<file path="src/co_sfr_pkg.sv">
`default_nettype none
// ----------------------------------------------------------------------------
// co_sfr_pkg: CO sensor frame receiver shared definitions
// Frame constants, reject codes, register indexes and the poll result type.
// ----------------------------------------------------------------------------
package co_sfr_pkg;

    localparam int FrameLen = 19;

    localparam logic [7:0] HDR_BYTE   = 8'hAA;
    localparam logic [7:0] LEN_BYTE   = 8'h13;
    localparam logic [7:0] END_BYTE   = 8'h55;
    localparam logic [7:0] ALARM_MASK = 8'h40;
    localparam logic [7:0] FAULT_MASK = 8'h20;

    localparam logic [3:0]  MAX_REPEATS   = 4'd10;
    localparam logic [15:0] AGE_MAX       = 16'hFFFF;
    localparam logic [15:0] POLL_RESET    = 16'd5;
    localparam logic [3:0]  REPEATS_RESET = 4'd3;

    localparam int CfgIdxW  = 2;
    localparam int CfgDataW = 16;

    localparam logic [CfgIdxW-1:0] REG_POLL_INTERVAL = 2'd0;
    localparam logic [CfgIdxW-1:0] REG_QUERY_REPEATS = 2'd1;

    typedef enum logic [2:0] {
        REJ_NONE     = 3'd0,
        REJ_GARBAGE  = 3'd1,
        REJ_LENGTH   = 3'd2,
        REJ_END      = 3'd3,
        REJ_CHECKSUM = 3'd4
    } reject_t;

    typedef struct packed {
        logic       send;
        logic [3:0] count;
    } poll_result_t;

endpackage

`default_nettype wire

</file>
<file path="src/co_sensor_frame_receiver_unit.sv">
`default_nettype none
// ----------------------------------------------------------------------------
// co_sensor_frame_receiver_unit: CO sensor frame receiver
// Assembles 19-byte sensor frames from a shifting byte window, checks them,
// latches sensor values, ages the last frame and runs the poll timer.
//
//   channel | signals                           | role
//   --------+-----------------------------------+-----------------------------
//   in      | in_valid, in_stall, mode, rx_byte | byte or one-second tick
//   out     | out_valid, out_stall, results     | one result per request
//   cfg     | cfg_we, cfg_index, cfg_data       | poll_interval, query_repeats
//
// One request per cycle while in_stall is low; each is finished in the cycle
// it is taken, and its result sits in the output register the next cycle.
// Every byte shifts the cell chain by one, so a full window is checked against
// fixed cells. in_stall is high only while a result waits and out_stall is
// high. Reset clears control state; window cells hold no reset value.
// ----------------------------------------------------------------------------
module co_sensor_frame_receiver_unit
    import co_sfr_pkg::*;
(
    input  wire logic                clk,
    input  wire logic                rst_n,
    input  wire logic                in_valid,
    output logic                     in_stall,
    input  wire logic                mode,
    input  wire logic [7:0]          rx_byte,
    output logic                     out_valid,
    input  wire logic                out_stall,
    output logic                     frame_valid,
    output logic [2:0]               reject_kind,
    output logic [15:0]              co_ppm,
    output logic                     alarm,
    output logic                     fault,
    output logic                     changed,
    output logic [7:0]               status_byte,
    output logic [7:0]               event_byte,
    output logic                     send_query,
    output logic [3:0]               query_count,
    output logic signed [16:0]       frame_age,
    input  wire logic                cfg_we,
    input  wire logic [CfgIdxW-1:0]  cfg_index,
    input  wire logic [CfgDataW-1:0] cfg_data
);

    logic accept;
    logic byte_in;
    logic tick_in;

    logic [7:0] cell_q [FrameLen];

    logic [4:0] fill_reg;
    logic [4:0] fill_next;
    logic [7:0] sum_reg;
    logic [7:0] sum_next;

    logic [15:0]        ppm_reg;
    logic               alarm_reg;
    logic               fault_reg;
    logic [7:0]         status_reg;
    logic [7:0]         event_reg;
    logic signed [16:0] age_reg;

    logic       out_valid_reg;
    logic       frame_valid_reg;
    reject_t    reject_reg;
    logic       changed_reg;
    logic       send_reg;
    logic [3:0] count_reg;

    logic       full_check;
    reject_t    reject_next;
    logic       good_frame;
    logic [15:0] frame_ppm;
    logic       frame_alarm;
    logic       frame_fault;
    logic       changed_next;

    poll_result_t poll_res;

    assign in_stall = out_valid_reg && out_stall;
    assign accept   = in_valid && !in_stall;
    assign byte_in  = accept && !mode;
    assign tick_in  = accept && mode;

    // newest byte enters the last cell, older bytes move toward cell 0
    genvar gi;
    generate
        for (gi = 0; gi < FrameLen; gi++)
        begin : g_cell
            logic [7:0] cell_d;
            if (gi == FrameLen - 1)
            begin : g_last
                assign cell_d = rx_byte;
            end
            else
            begin : g_mid
                assign cell_d = cell_q[gi+1];
            end
            co_sfr_cell u_cell (
                .clk   (clk),
                .shift (byte_in),
                .din   (cell_d),
                .dout  (cell_q[gi])
            );
        end
    endgenerate

    // with 18 bytes held they sit in cells 1..18; the new byte completes it
    assign full_check  = (fill_reg == 5'(FrameLen - 1));
    assign frame_ppm   = {cell_q[9], cell_q[10]};
    assign frame_alarm = |(cell_q[4] & ALARM_MASK);
    assign frame_fault = |(cell_q[4] & FAULT_MASK);

    always_comb
    begin
        if (cell_q[1] != HDR_BYTE)
        begin
            reject_next = REJ_GARBAGE;
        end
        else if (cell_q[2] != LEN_BYTE)
        begin
            reject_next = REJ_LENGTH;
        end
        else if (cell_q[18] != END_BYTE)
        begin
            reject_next = REJ_END;
        end
        else if (sum_reg != rx_byte)
        begin
            reject_next = REJ_CHECKSUM;
        end
        else
        begin
            reject_next = REJ_NONE;
        end
    end

    assign good_frame   = full_check && (reject_next == REJ_NONE);
    assign changed_next = (frame_ppm != ppm_reg) || (frame_alarm != alarm_reg)
                          || (frame_fault != fault_reg);

    always_comb
    begin
        fill_next = fill_reg + 5'd1;
        sum_next  = sum_reg + rx_byte;
        if (full_check)
        begin
            if (good_frame)
            begin
                fill_next = 5'd0;
                sum_next  = 8'd0;
            end
            else
            begin
                fill_next = 5'(FrameLen - 1);
                sum_next  = sum_reg + rx_byte - cell_q[1];
            end
        end
    end

    co_sfr_poll u_poll (
        .clk       (clk),
        .rst_n     (rst_n),
        .cfg_we    (cfg_we),
        .cfg_index (cfg_index),
        .cfg_data  (cfg_data),
        .tick      (tick_in),
        .result    (poll_res)
    );

    always_ff @(posedge clk or negedge rst_n)
    begin
        if (!rst_n)
        begin
            fill_reg        <= 5'd0;
            sum_reg         <= 8'd0;
            ppm_reg         <= 16'd0;
            alarm_reg       <= 1'b0;
            fault_reg       <= 1'b0;
            status_reg      <= 8'd0;
            event_reg       <= 8'd0;
            age_reg         <= -17'sd1;
            out_valid_reg   <= 1'b0;
            frame_valid_reg <= 1'b0;
            reject_reg      <= REJ_NONE;
            changed_reg     <= 1'b0;
            send_reg        <= 1'b0;
            count_reg       <= 4'd0;
        end
        else
        begin
            if (accept)
            begin
                out_valid_reg <= 1'b1;
            end
            else if (!out_stall)
            begin
                out_valid_reg <= 1'b0;
            end

            if (byte_in)
            begin
                fill_reg        <= fill_next;
                sum_reg         <= sum_next;
                frame_valid_reg <= good_frame;
                reject_reg      <= full_check ? reject_next : REJ_NONE;
                changed_reg     <= good_frame && changed_next;
                send_reg        <= 1'b0;
                count_reg       <= 4'd0;
                if (good_frame)
                begin
                    ppm_reg    <= frame_ppm;
                    alarm_reg  <= frame_alarm;
                    fault_reg  <= frame_fault;
                    status_reg <= cell_q[4];
                    event_reg  <= cell_q[11];
                    age_reg    <= 17'sd0;
                end
            end

            if (tick_in)
            begin
                frame_valid_reg <= 1'b0;
                reject_reg      <= REJ_NONE;
                changed_reg     <= 1'b0;
                send_reg        <= poll_res.send;
                count_reg       <= poll_res.count;
                if (!age_reg[16] && age_reg[15:0] != AGE_MAX)
                begin
                    age_reg <= age_reg + 17'sd1;
                end
            end
        end
    end

    assign out_valid   = out_valid_reg;
    assign frame_valid = frame_valid_reg;
    assign reject_kind = reject_reg;
    assign co_ppm      = ppm_reg;
    assign alarm       = alarm_reg;
    assign fault       = fault_reg;
    assign changed     = changed_reg;
    assign status_byte = status_reg;
    assign event_byte  = event_reg;
    assign send_query  = send_reg;
    assign query_count = count_reg;
    assign frame_age   = age_reg;

endmodule

`default_nettype wire

</file>
<file path="src/co_sfr_cell.sv">
`default_nettype none
// ----------------------------------------------------------------------------
// co_sfr_cell: one byte cell of the receive window
// Holds one byte; on a shift it loads its din (next cell's or new byte).
// ----------------------------------------------------------------------------
module co_sfr_cell
    import co_sfr_pkg::*;
(
    input  wire logic       clk,
    input  wire logic       shift,
    input  wire logic [7:0] din,
    output logic [7:0]      dout
);

    logic [7:0] byte_reg;

    always_ff @(posedge clk)
    begin
        if (shift)
        begin
            byte_reg <= din;
        end
    end

    assign dout = byte_reg;

endmodule

`default_nettype wire

</file>
<file path="src/co_sfr_poll.sv">
`default_nettype none
// ----------------------------------------------------------------------------
// co_sfr_poll: poll timer
// Holds the poll registers and countdown; requests query bursts on ticks.
// ----------------------------------------------------------------------------
module co_sfr_poll
    import co_sfr_pkg::*;
(
    input  wire logic                clk,
    input  wire logic                rst_n,
    input  wire logic                cfg_we,
    input  wire logic [CfgIdxW-1:0]  cfg_index,
    input  wire logic [CfgDataW-1:0] cfg_data,
    input  wire logic                tick,
    output poll_result_t             result
);

    logic [15:0] interval_reg;
    logic [3:0]  repeats_reg;
    logic [15:0] countdown_reg;
    logic [15:0] countdown_next;
    logic [3:0]  count_clamped;

    always_comb
    begin
        if (repeats_reg == 4'd0)
        begin
            count_clamped = 4'd1;
        end
        else if (repeats_reg > MAX_REPEATS)
        begin
            count_clamped = MAX_REPEATS;
        end
        else
        begin
            count_clamped = repeats_reg;
        end
    end

    always_comb
    begin
        result         = '0;
        countdown_next = countdown_reg;
        if (tick && interval_reg != 16'd0)
        begin
            if (countdown_reg == 16'd0)
            begin
                result.send    = 1'b1;
                result.count   = count_clamped;
                countdown_next = interval_reg;
            end
            else
            begin
                countdown_next = countdown_reg - 16'd1;
            end
        end
    end

    always_ff @(posedge clk or negedge rst_n)
    begin
        if (!rst_n)
        begin
            interval_reg  <= POLL_RESET;
            repeats_reg   <= REPEATS_RESET;
            countdown_reg <= 16'd0;
        end
        else if (cfg_we)
        begin
            if (cfg_index == REG_POLL_INTERVAL)
            begin
                interval_reg  <= cfg_data[15:0];
                countdown_reg <= 16'd0;
            end
            else if (cfg_index == REG_QUERY_REPEATS)
            begin
                repeats_reg <= cfg_data[3:0];
            end
        end
        else
        begin
            countdown_reg <= countdown_next;
        end
    end

endmodule

`default_nettype wire

</file>
<file path="config.mk">
export PLATFORM = sky130hd
export DESIGN_NAME = co_sensor_frame_receiver_unit
export DESIGN_NICKNAME = d
export VERILOG_FILES = /design/src/co_sfr_pkg.sv /design/src/co_sensor_frame_receiver_unit.sv /design/src/co_sfr_cell.sv /design/src/co_sfr_poll.sv
export SDC_FILE = /design/constraint.sdc
export NUM_CORES = 1
export LEC_CHECK = 0
export ABC_AREA = 1
export ABC_CLOCK_PERIOD_IN_PS = 6960
export BUFFER_PORTS_ARGS = -buffer_cell sky130_fd_sc_hd__buf_2
export CORE_UTILIZATION = 59
export DETAILED_ROUTE_END_ITERATION = 16
export GPL_ROUTABILITY_DRIVEN = 0
export HOLD_SLACK_MARGIN = 0.03
export PLACE_DENSITY_LB_ADDON = 0.2
export SETUP_SLACK_MARGIN = 0.02
export SLEW_MARGIN = 20
export SYNTH_ARGS = -nofsm -noshare
export SYNTH_HDL_FRONTEND = slang
export SYNTH_SLANG_ARGS = --single-unit
</file>
<file path="constraint.sdc">
create_clock -name clk -period 6.96 [get_ports clk]
set_clock_uncertainty 0.15 [all_clocks]
set_input_delay 0.696 -clock clk [delete_from_list [all_inputs] [get_ports clk]]
set_output_delay 0.696 -clock clk [all_outputs]
set_load 0.03 [all_outputs]
</file>
==> flow_summary.json, run 1 <==
{
  "hold_path_class": "in2async",
  "vias": 6895,
  "fin_crit_sh": 0.477,
  "die_w_um": 136,
  "grt_max_degree": 85,
  "cts_tree": "done",
  "drt-initial-drc-count": 607,
  "outcome": "completed",
  "slowest_delay_ns": 0.77,
  "ys_seq_area_frac": 0.671,
  "port_buffers": 94,
  "hpwlAfterDp_um": 13300,
  "finalNetCount": 1089,
  "drtAntennaViolNets": 0,
  "core_area_mm2": 0.0174,
  "slowest_stage": "buf_4",
  "grt-ovfl-total": 0,
  "clkLatencyLatePin_ns": 0.53,
  "synth_ff_type": "edfxtp_1",
  "worstPathArrival_ns": 3.63,
  "placedCellCount": 1232,
  "num-fill-cells": 1257,
  "final_hold_viol_count": 0,
  "endpoint_kind": "register",
  "yosysUniqueCellTypes": 51,
  "synth_top_area_cell": "edfxtp_1",
  "p_per_area_mw_per_mm2": 353,
  "yosys_warnings": 0,
  "first_global_vias": 6236,
  "clockRootBuffer": "clkbuf_16",
  "largest_reg_flops": 144,
  "ys_top_cells_by_area": "edfxtp_1, dfrtp_1, nand2_1",
  "syn_nets": 982,
  "start_util": 0.608,
  "worst_slew_pin_slew_ns": 0.984,
  "via_per_inst": 5.39,
  "die_h_um": 136,
  "postSynthCellCount": 928,
  "critical_path_class": "reg2reg",
  "period_minus_slack_ns": 3.32,
  "cap_violations": 0,
  "drt_wl_total_um": 20200,
  "setup_violations": 0,
  "drcViolationCount": 0,
  "htree_num_levels": 1,
  "drive_gt1_frac": 0.191,
  "cts.sinks": 253,
  "antenna_found_initial": 0,
  "cp-start-kind": "register",
  "diodes": 0,
  "design.portCount": 95,
  "required_ns": 7.27,
  "cp_top_family": "buffers and inverters",
  "clk_path_buf_depth": 3,
  "crit_buf_inv": 3,
  "fp-row-count": 48,
  "syn_area_per_cell_um2": 11.4,
  "drv_slew": 0,
  "grt_pass1_wl_um": 32500,
  "cp_cell_sequence": "nand2_1 -> nand2_2 -> nor2_4 -> buf_4 -> inv_2 -> nor2_4 -> nand2_2 -> clkinv_4 -> nand2_1 -> nand2_1",
  "cp_max_fo": 84,
  "final_common_cell": "nand2_1",
  "hold_buffers": 0,
  "rsz0062_at_grt": "false",
  "tns_ns": 0,
  "gr-usage-all-layers": 0.229,
  "cts_buffers": 26,
  "wl_per_cell_um": 15.8,
  "synth.cell_area_mm2": 0.0106,
  "critical_path.most_common_cell": "nand2_1",
  "synth-edff-count": 144,
  "max_slew_margin": 0.344,
  "cts_resized": 0,
  "post-cts-setup-buffer-count": 0,
  "max_freq_ghz": 0.301,
  "async_reset_ff_frac": 0.431,
  "cellLeakagePower_nw": 5.39,
  "vdd_drop_max_mv": 0.245,
  "ys_ff_latch": 253,
  "drtPass1Iterations": 5,
  "synth_top_area_frac": 0.410,
  "layout_common_cells": "nand2_1, edfxtp_1, buf_2",
  "area_delta_synth_final_pct": 14.6,
  "dieArea_mm2": 0.0184,
  "p_total_mw": 4.27,
  "finalNonFillerCells": 1280,
  "clk_pin_slew_ns": 0.06
}
[power breakdown]
part / total, mW / leakage, nW / internal [mW] / switching, mW
registers: 1.84 / 2.66 / 1.75 / 0.0987
clock network: 1.40 / 0.428 / 0.838 / 0.562
logic: 1.03 / 2.31 / 0.378 / 0.648
total: 4.27 / 5.39 / 2.96 / 1.31
[worst register-to-register path, cell delays in order, from the launching register on]
cell and delay [ns]:
dfrtp_1 0.38, nand2_1 0.11, nand2_2 0.21, nor2_4 0.13
buf_4 0.77, inv_2 0.26, nor2_4 0.21, nand2_2 0.44
clkinv_4 0.42, nand2_1 0.10, nand2_1 0.09
[cell usage after synthesis, types with 2 or more instances]
cell and number:
o21ai_0 39, nand2_2 14, buf_2 6, clkbuf_1 5
nor2_2 4, nand3b_1 2, xor2_1 26, or2_2 4
o221ai_1 2, edfxtp_1 144, buf_6 3, a21oi_1 39
a2bb2oi_1 2, nand3_1 48, o31ai_1 2, mux2_2 3
ha_1 20, o21ai_1 15, a31oi_1 2, nor4_1 2
nor3_1 8, o211ai_1 6, inv_2 7, nand2_1 202
xnor2_1 8, nor2_1 66, o22ai_1 7, buf_4 4
dfstp_2 21, nand4_2 2, inv_1 89, fa_1 2
nand4_1 17, dfrtp_1 88, nor2_4 3
[cells by family after synthesis]
| kind of cell | share of synthesized area |
|---|---|
| buffers and inverters | 0.0460 |
| AOI/OAI and AO/OA | 0.0649 |
| xor gates and xnor gates | 0.0298 |
| adders and majority gates | 0.0275 |
| muxes | 0.00320 |
| DFF | 0.671 |
| and+or+nand+nor | 0.158 |
[layer usage]
metal / vias up / global-route usage / part of all wire
li1: 3356 / - / -
met2: 221 / 0.336 / 0.44
met4: 0 / 0.0549 / 0.016
met3: 27 / 0.0322 / 0.063
met1: 3291 / 0.359 / 0.48
met5: - / 0 / 0
[final cells by class]
class	count	area, um^2	area share
repair buffers	98	503	0.0416
inverters	97	369	0.0305
well taps	225	282	0.0233
clock buffers	31	669	0.0554
flip-flops and latches	253	7080	0.585
multi-input cells	559	2990	0.247
clock inverters	17	199	0.0165
[through the flow]
| stage | area [um^2] | util | hold WS (ns) | setup WS (ns) |
|---|---|---|---|---|
| floorplan | 10600 | - | 0.250 | 1.08 |
| CTS | 12100 | 0.697 | 0.101 | 3.60 |
| finish | 12100 | 0.697 | 0.0795 | 3.64 |
| global route | 12100 | 0.697 | 0.130 | 3.34 |
| global placement | 11200 | 0.646 | 0.251 | 3.30 |
| detailed placement | 11200 | 0.646 | 0.255 | 3.19 |
[final timing paths]
check	startpoint	end	slack [ns]	cells after the start
hold / removal	rst_n	event_byte[5]	0.08	1
hold reg to reg	g_cell[3].u_cell.dout[1]	g_cell[2].u_cell.dout[1]	0.26	0
max in group asynchronous	rst_n	u_poll.interval_reg[7]	5.34	2
min in group clk	rx_byte[6]	g_cell[18].u_cell.dout[6]	0.22	1
setup / recovery	out_valid	event_byte[0]	3.64	10
setup reg to reg	out_valid	event_byte[0]	3.64	10
Note: power is estimated with default switching activity, not from simulation.
==> run 2: changes to the inputs <==
--- a/config.mk
+++ b/config.mk
@@ -6,9 +6,9 @@
 export NUM_CORES = 1
 export LEC_CHECK = 0
 export ABC_AREA = 1
-export ABC_CLOCK_PERIOD_IN_PS = 6960
+export ABC_CLOCK_PERIOD_IN_PS = 2900
 export BUFFER_PORTS_ARGS = -buffer_cell sky130_fd_sc_hd__buf_2
-export CORE_UTILIZATION = 59
+export CORE_UTILIZATION = 53
 export DETAILED_ROUTE_END_ITERATION = 16
 export GPL_ROUTABILITY_DRIVEN = 0
 export HOLD_SLACK_MARGIN = 0.03
==> constraint.sdc (replaced) <==
create_clock -name clk -period 2.9 [get_ports clk]
set_clock_uncertainty 0.15 [all_clocks]
set_input_delay 0.29 -clock clk [delete_from_list [all_inputs] [get_ports clk]]
set_output_delay 0.29 -clock clk [all_outputs]
set_load 0.03 [all_outputs]
==> run 2 against run 1 <==
  * First-iteration DRC count fell by 34%
  * Routed wire length up 3.9%
  * Combinational power grew to 2.6 times the previous value
  * Worst hold slack worse by 0.011 ns
  * Setup slack got worse by 3.6 ns
  * Total power increased to 2.5 times the previous value
  * Design area up 4.7%
  * Critical path depth up 5
  * Sequential share of layout area shrank 2.6 points
  * Critical endpoint is now sum_reg[7]
  * Largest cell class unchanged
==> flow_summary.json, run 2 (synthesis results as in run 1) <==
{
  "drt_wl_total_um": 21000,
  "crit_start": "rx_byte[0]",
  "setup_violations": 0,
  "max_freq_ghz": 0.351,
  "worst_slew_pin_slew_ns": 0.538,
  "die_h_um": 143,
  "endpoint_kind": "register",
  "r2r_end": "sum_reg[7]",
  "finalNonFillerCells": 1356,
  "diodes": 0,
  "place_ws_ns": 0.0881,
  "rsz0062_at_grt": "true",
  "max_slew_margin": 0.641,
  "crit_buf_inv": 3,
  "drtPass1Iterations": 5,
  "drv_slew": 0,
  "fin_ws_ns": 0.0505,
  "largest_reg_flops": 144,
  "cellLeakagePower_nw": 5.60,
  "final_area_mm2": 0.0127,
  "clk_pin_slew_ns": 0.06,
  "drt-initial-drc-count": 403,
  "design.portCount": 95,
  "finalNetCount": 1125,
  "layout_common_cells": "nand2_1, edfxtp_1, buf_2",
  "drive_gt1_frac": 0.206,
  "placedCellCount": 1279,
  "final_hold_viol_count": 0,
  "num-fill-cells": 1498,
  "multi_input_area_mm2": 0.00305,
  "die_w_um": 143,
  "cts_tree": "done",
  "cap_violations": 0,
  "slowest_stage": "dlygate4sd3_1",
  "drcViolationCount": 0,
  "fp-row-count": 51,
  "clk_path_buf_depth": 3,
  "period_minus_slack_ns": 2.85,
  "cts.sinks": 253,
  "reg2reg_setup_slack_ns": 0.07,
  "grt_max_degree": 108,
  "hold_path_class": "in2reg",
  "dieArea_mm2": 0.0205,
  "hpwlAfterDp_um": 13500,
  "cp_top_family": "adder cells",
  "cts_buffers": 26,
  "worstPathArrival_ns": 3.14,
  "cp-start-kind": "input pin",
  "clkLatencyLatePin_ns": 0.52,
  "critical_path_class": "in2reg",
  "gr-usage-all-layers": 0.213,
  "cp-endpoint": "sum_reg[7]",
  "p_per_area_mw_per_mm2": 854,
  "antenna_found_initial": 0,
  "required_ns": 3.19,
  "start_util": 0.542,
  "area_delta_synth_final_pct": 19.9,
  "r2r_start": "sum_reg[0]",
  "cp_num_cells": 15,
  "outcome": "completed",
  "grt-ovfl-total": 0,
  "htree_num_levels": 1,
  "core_area_mm2": 0.0195,
  "first_global_vias": 6616,
  "tns_ns": 0,
  "regArea_mm2": 0.00708,
  "slowest_delay_ns": 0.53,
  "grt_pass1_wl_um": 33800,
  "via_per_inst": 5.19,
  "cp_cell_sequence": "dlygate4sd3_1 -> buf_2 -> ha_4 -> fa_2 -> nand4_1 -> o211ai_1 -> xor2_1 -> ha_1 -> a21oi_2 -> o21ai_2 -> a31oi_2 -> inv_1 -> nand2_1 -> nand3_1 -> a21oi_1",
  "final_common_cell": "nand2_1",
  "clockRootBuffer": "clkbuf_16",
  "r2r_cells": 13,
  "placed_area_mm2": 0.0113,
  "drtAntennaViolNets": 0,
  "port_buffers": 94,
  "cp_max_fo": 3,
  "fin_crit_sh": 0.983,
  "vias": 7043,
  "vdd_drop_max_mv": 0.601,
  "wl_per_cell_um": 15.5
}
[run 2: metal layers]
metal / part of all wire / global-route usage / up-vias / routed length (um)
met5: 0 / 0 / - / 0
met4: 0.013 / 0.0470 / 0 / 275
met3: 0.066 / 0.0392 / 27 / 1380
met2: 0.44 / 0.321 / 230 / 9330
met1: 0.48 / 0.320 / 3355 / 9990
li1: - / - / 3431 / -
[run 2: stage by stage]
stage / power (mW) / util / hold slack [ns]
after floorplan: 6.38 / - / -0.156
after global placement: 6.87 / 0.583 / 0.142
after detailed placement: 6.91 / 0.583 / 0.139
after CTS: 10.7 / 0.647 / 0.0505
after global routing: 11.4 / 0.650 / 0.109
final: 10.8 / 0.650 / 0.0681
[run 2: timing repair]
item | CTS | global route
resized for setup | 0 | 14
endpoints found under the setup margin | 0 | 3
hold endpoints to repair | 82 | 0
setup buffers | 0 | 1
hold buffers | 28 | 0
[run 2: worst min-delay path by stage]
| stage | from | endpoint | cells after the start |
|---|---|---|---|
| global route | cfg_we | u_poll.interval_reg[4] | 3 |
| global placement | rst_n | event_byte[4] | 1 |
| CTS | cfg_index[1] | u_poll.repeats_reg[3] | 3 |
| finish | cfg_index[1] | u_poll.repeats_reg[3] | 3 |
| floorplan | rst_n | changed | 0 |
| detailed placement | rst_n | event_byte[0] | 1 |
[run 2: power breakdown]
group / total [mW] / internal, mW / switching (mW)
sequential: 4.43 / 4.19 / 0.239
clock: 3.68 / 2.31 / 1.36
combinational: 2.70 / 1.05 / 1.65
total: 10.8 / 7.56 / 3.25
[run 2: worst reg2reg max path: cells and delay by family, from the launching register on]
| kind | cells | cell delay (ns) |
|---|---|---|
| fa+ha+maj | 3 | 0.93 |
| compound gates | 5 | 0.72 |
| flops | 1 | 0.42 |
| xor+xnor | 1 | 0.27 |
| simple gates | 3 | 0.21 |
| buf+inv | 1 | 0.06 |
[run 2: area by class of cell]
cell class | count | share of cell area
multi-input combinational | 559 | 0.241
inverter | 97 | 0.0292
clock buffer | 28 | 0.0537
clock inverter | 20 | 0.0218
tap | 265 | 0.0262
sequential | 253 | 0.559
timing repair buffer | 134 | 0.0686
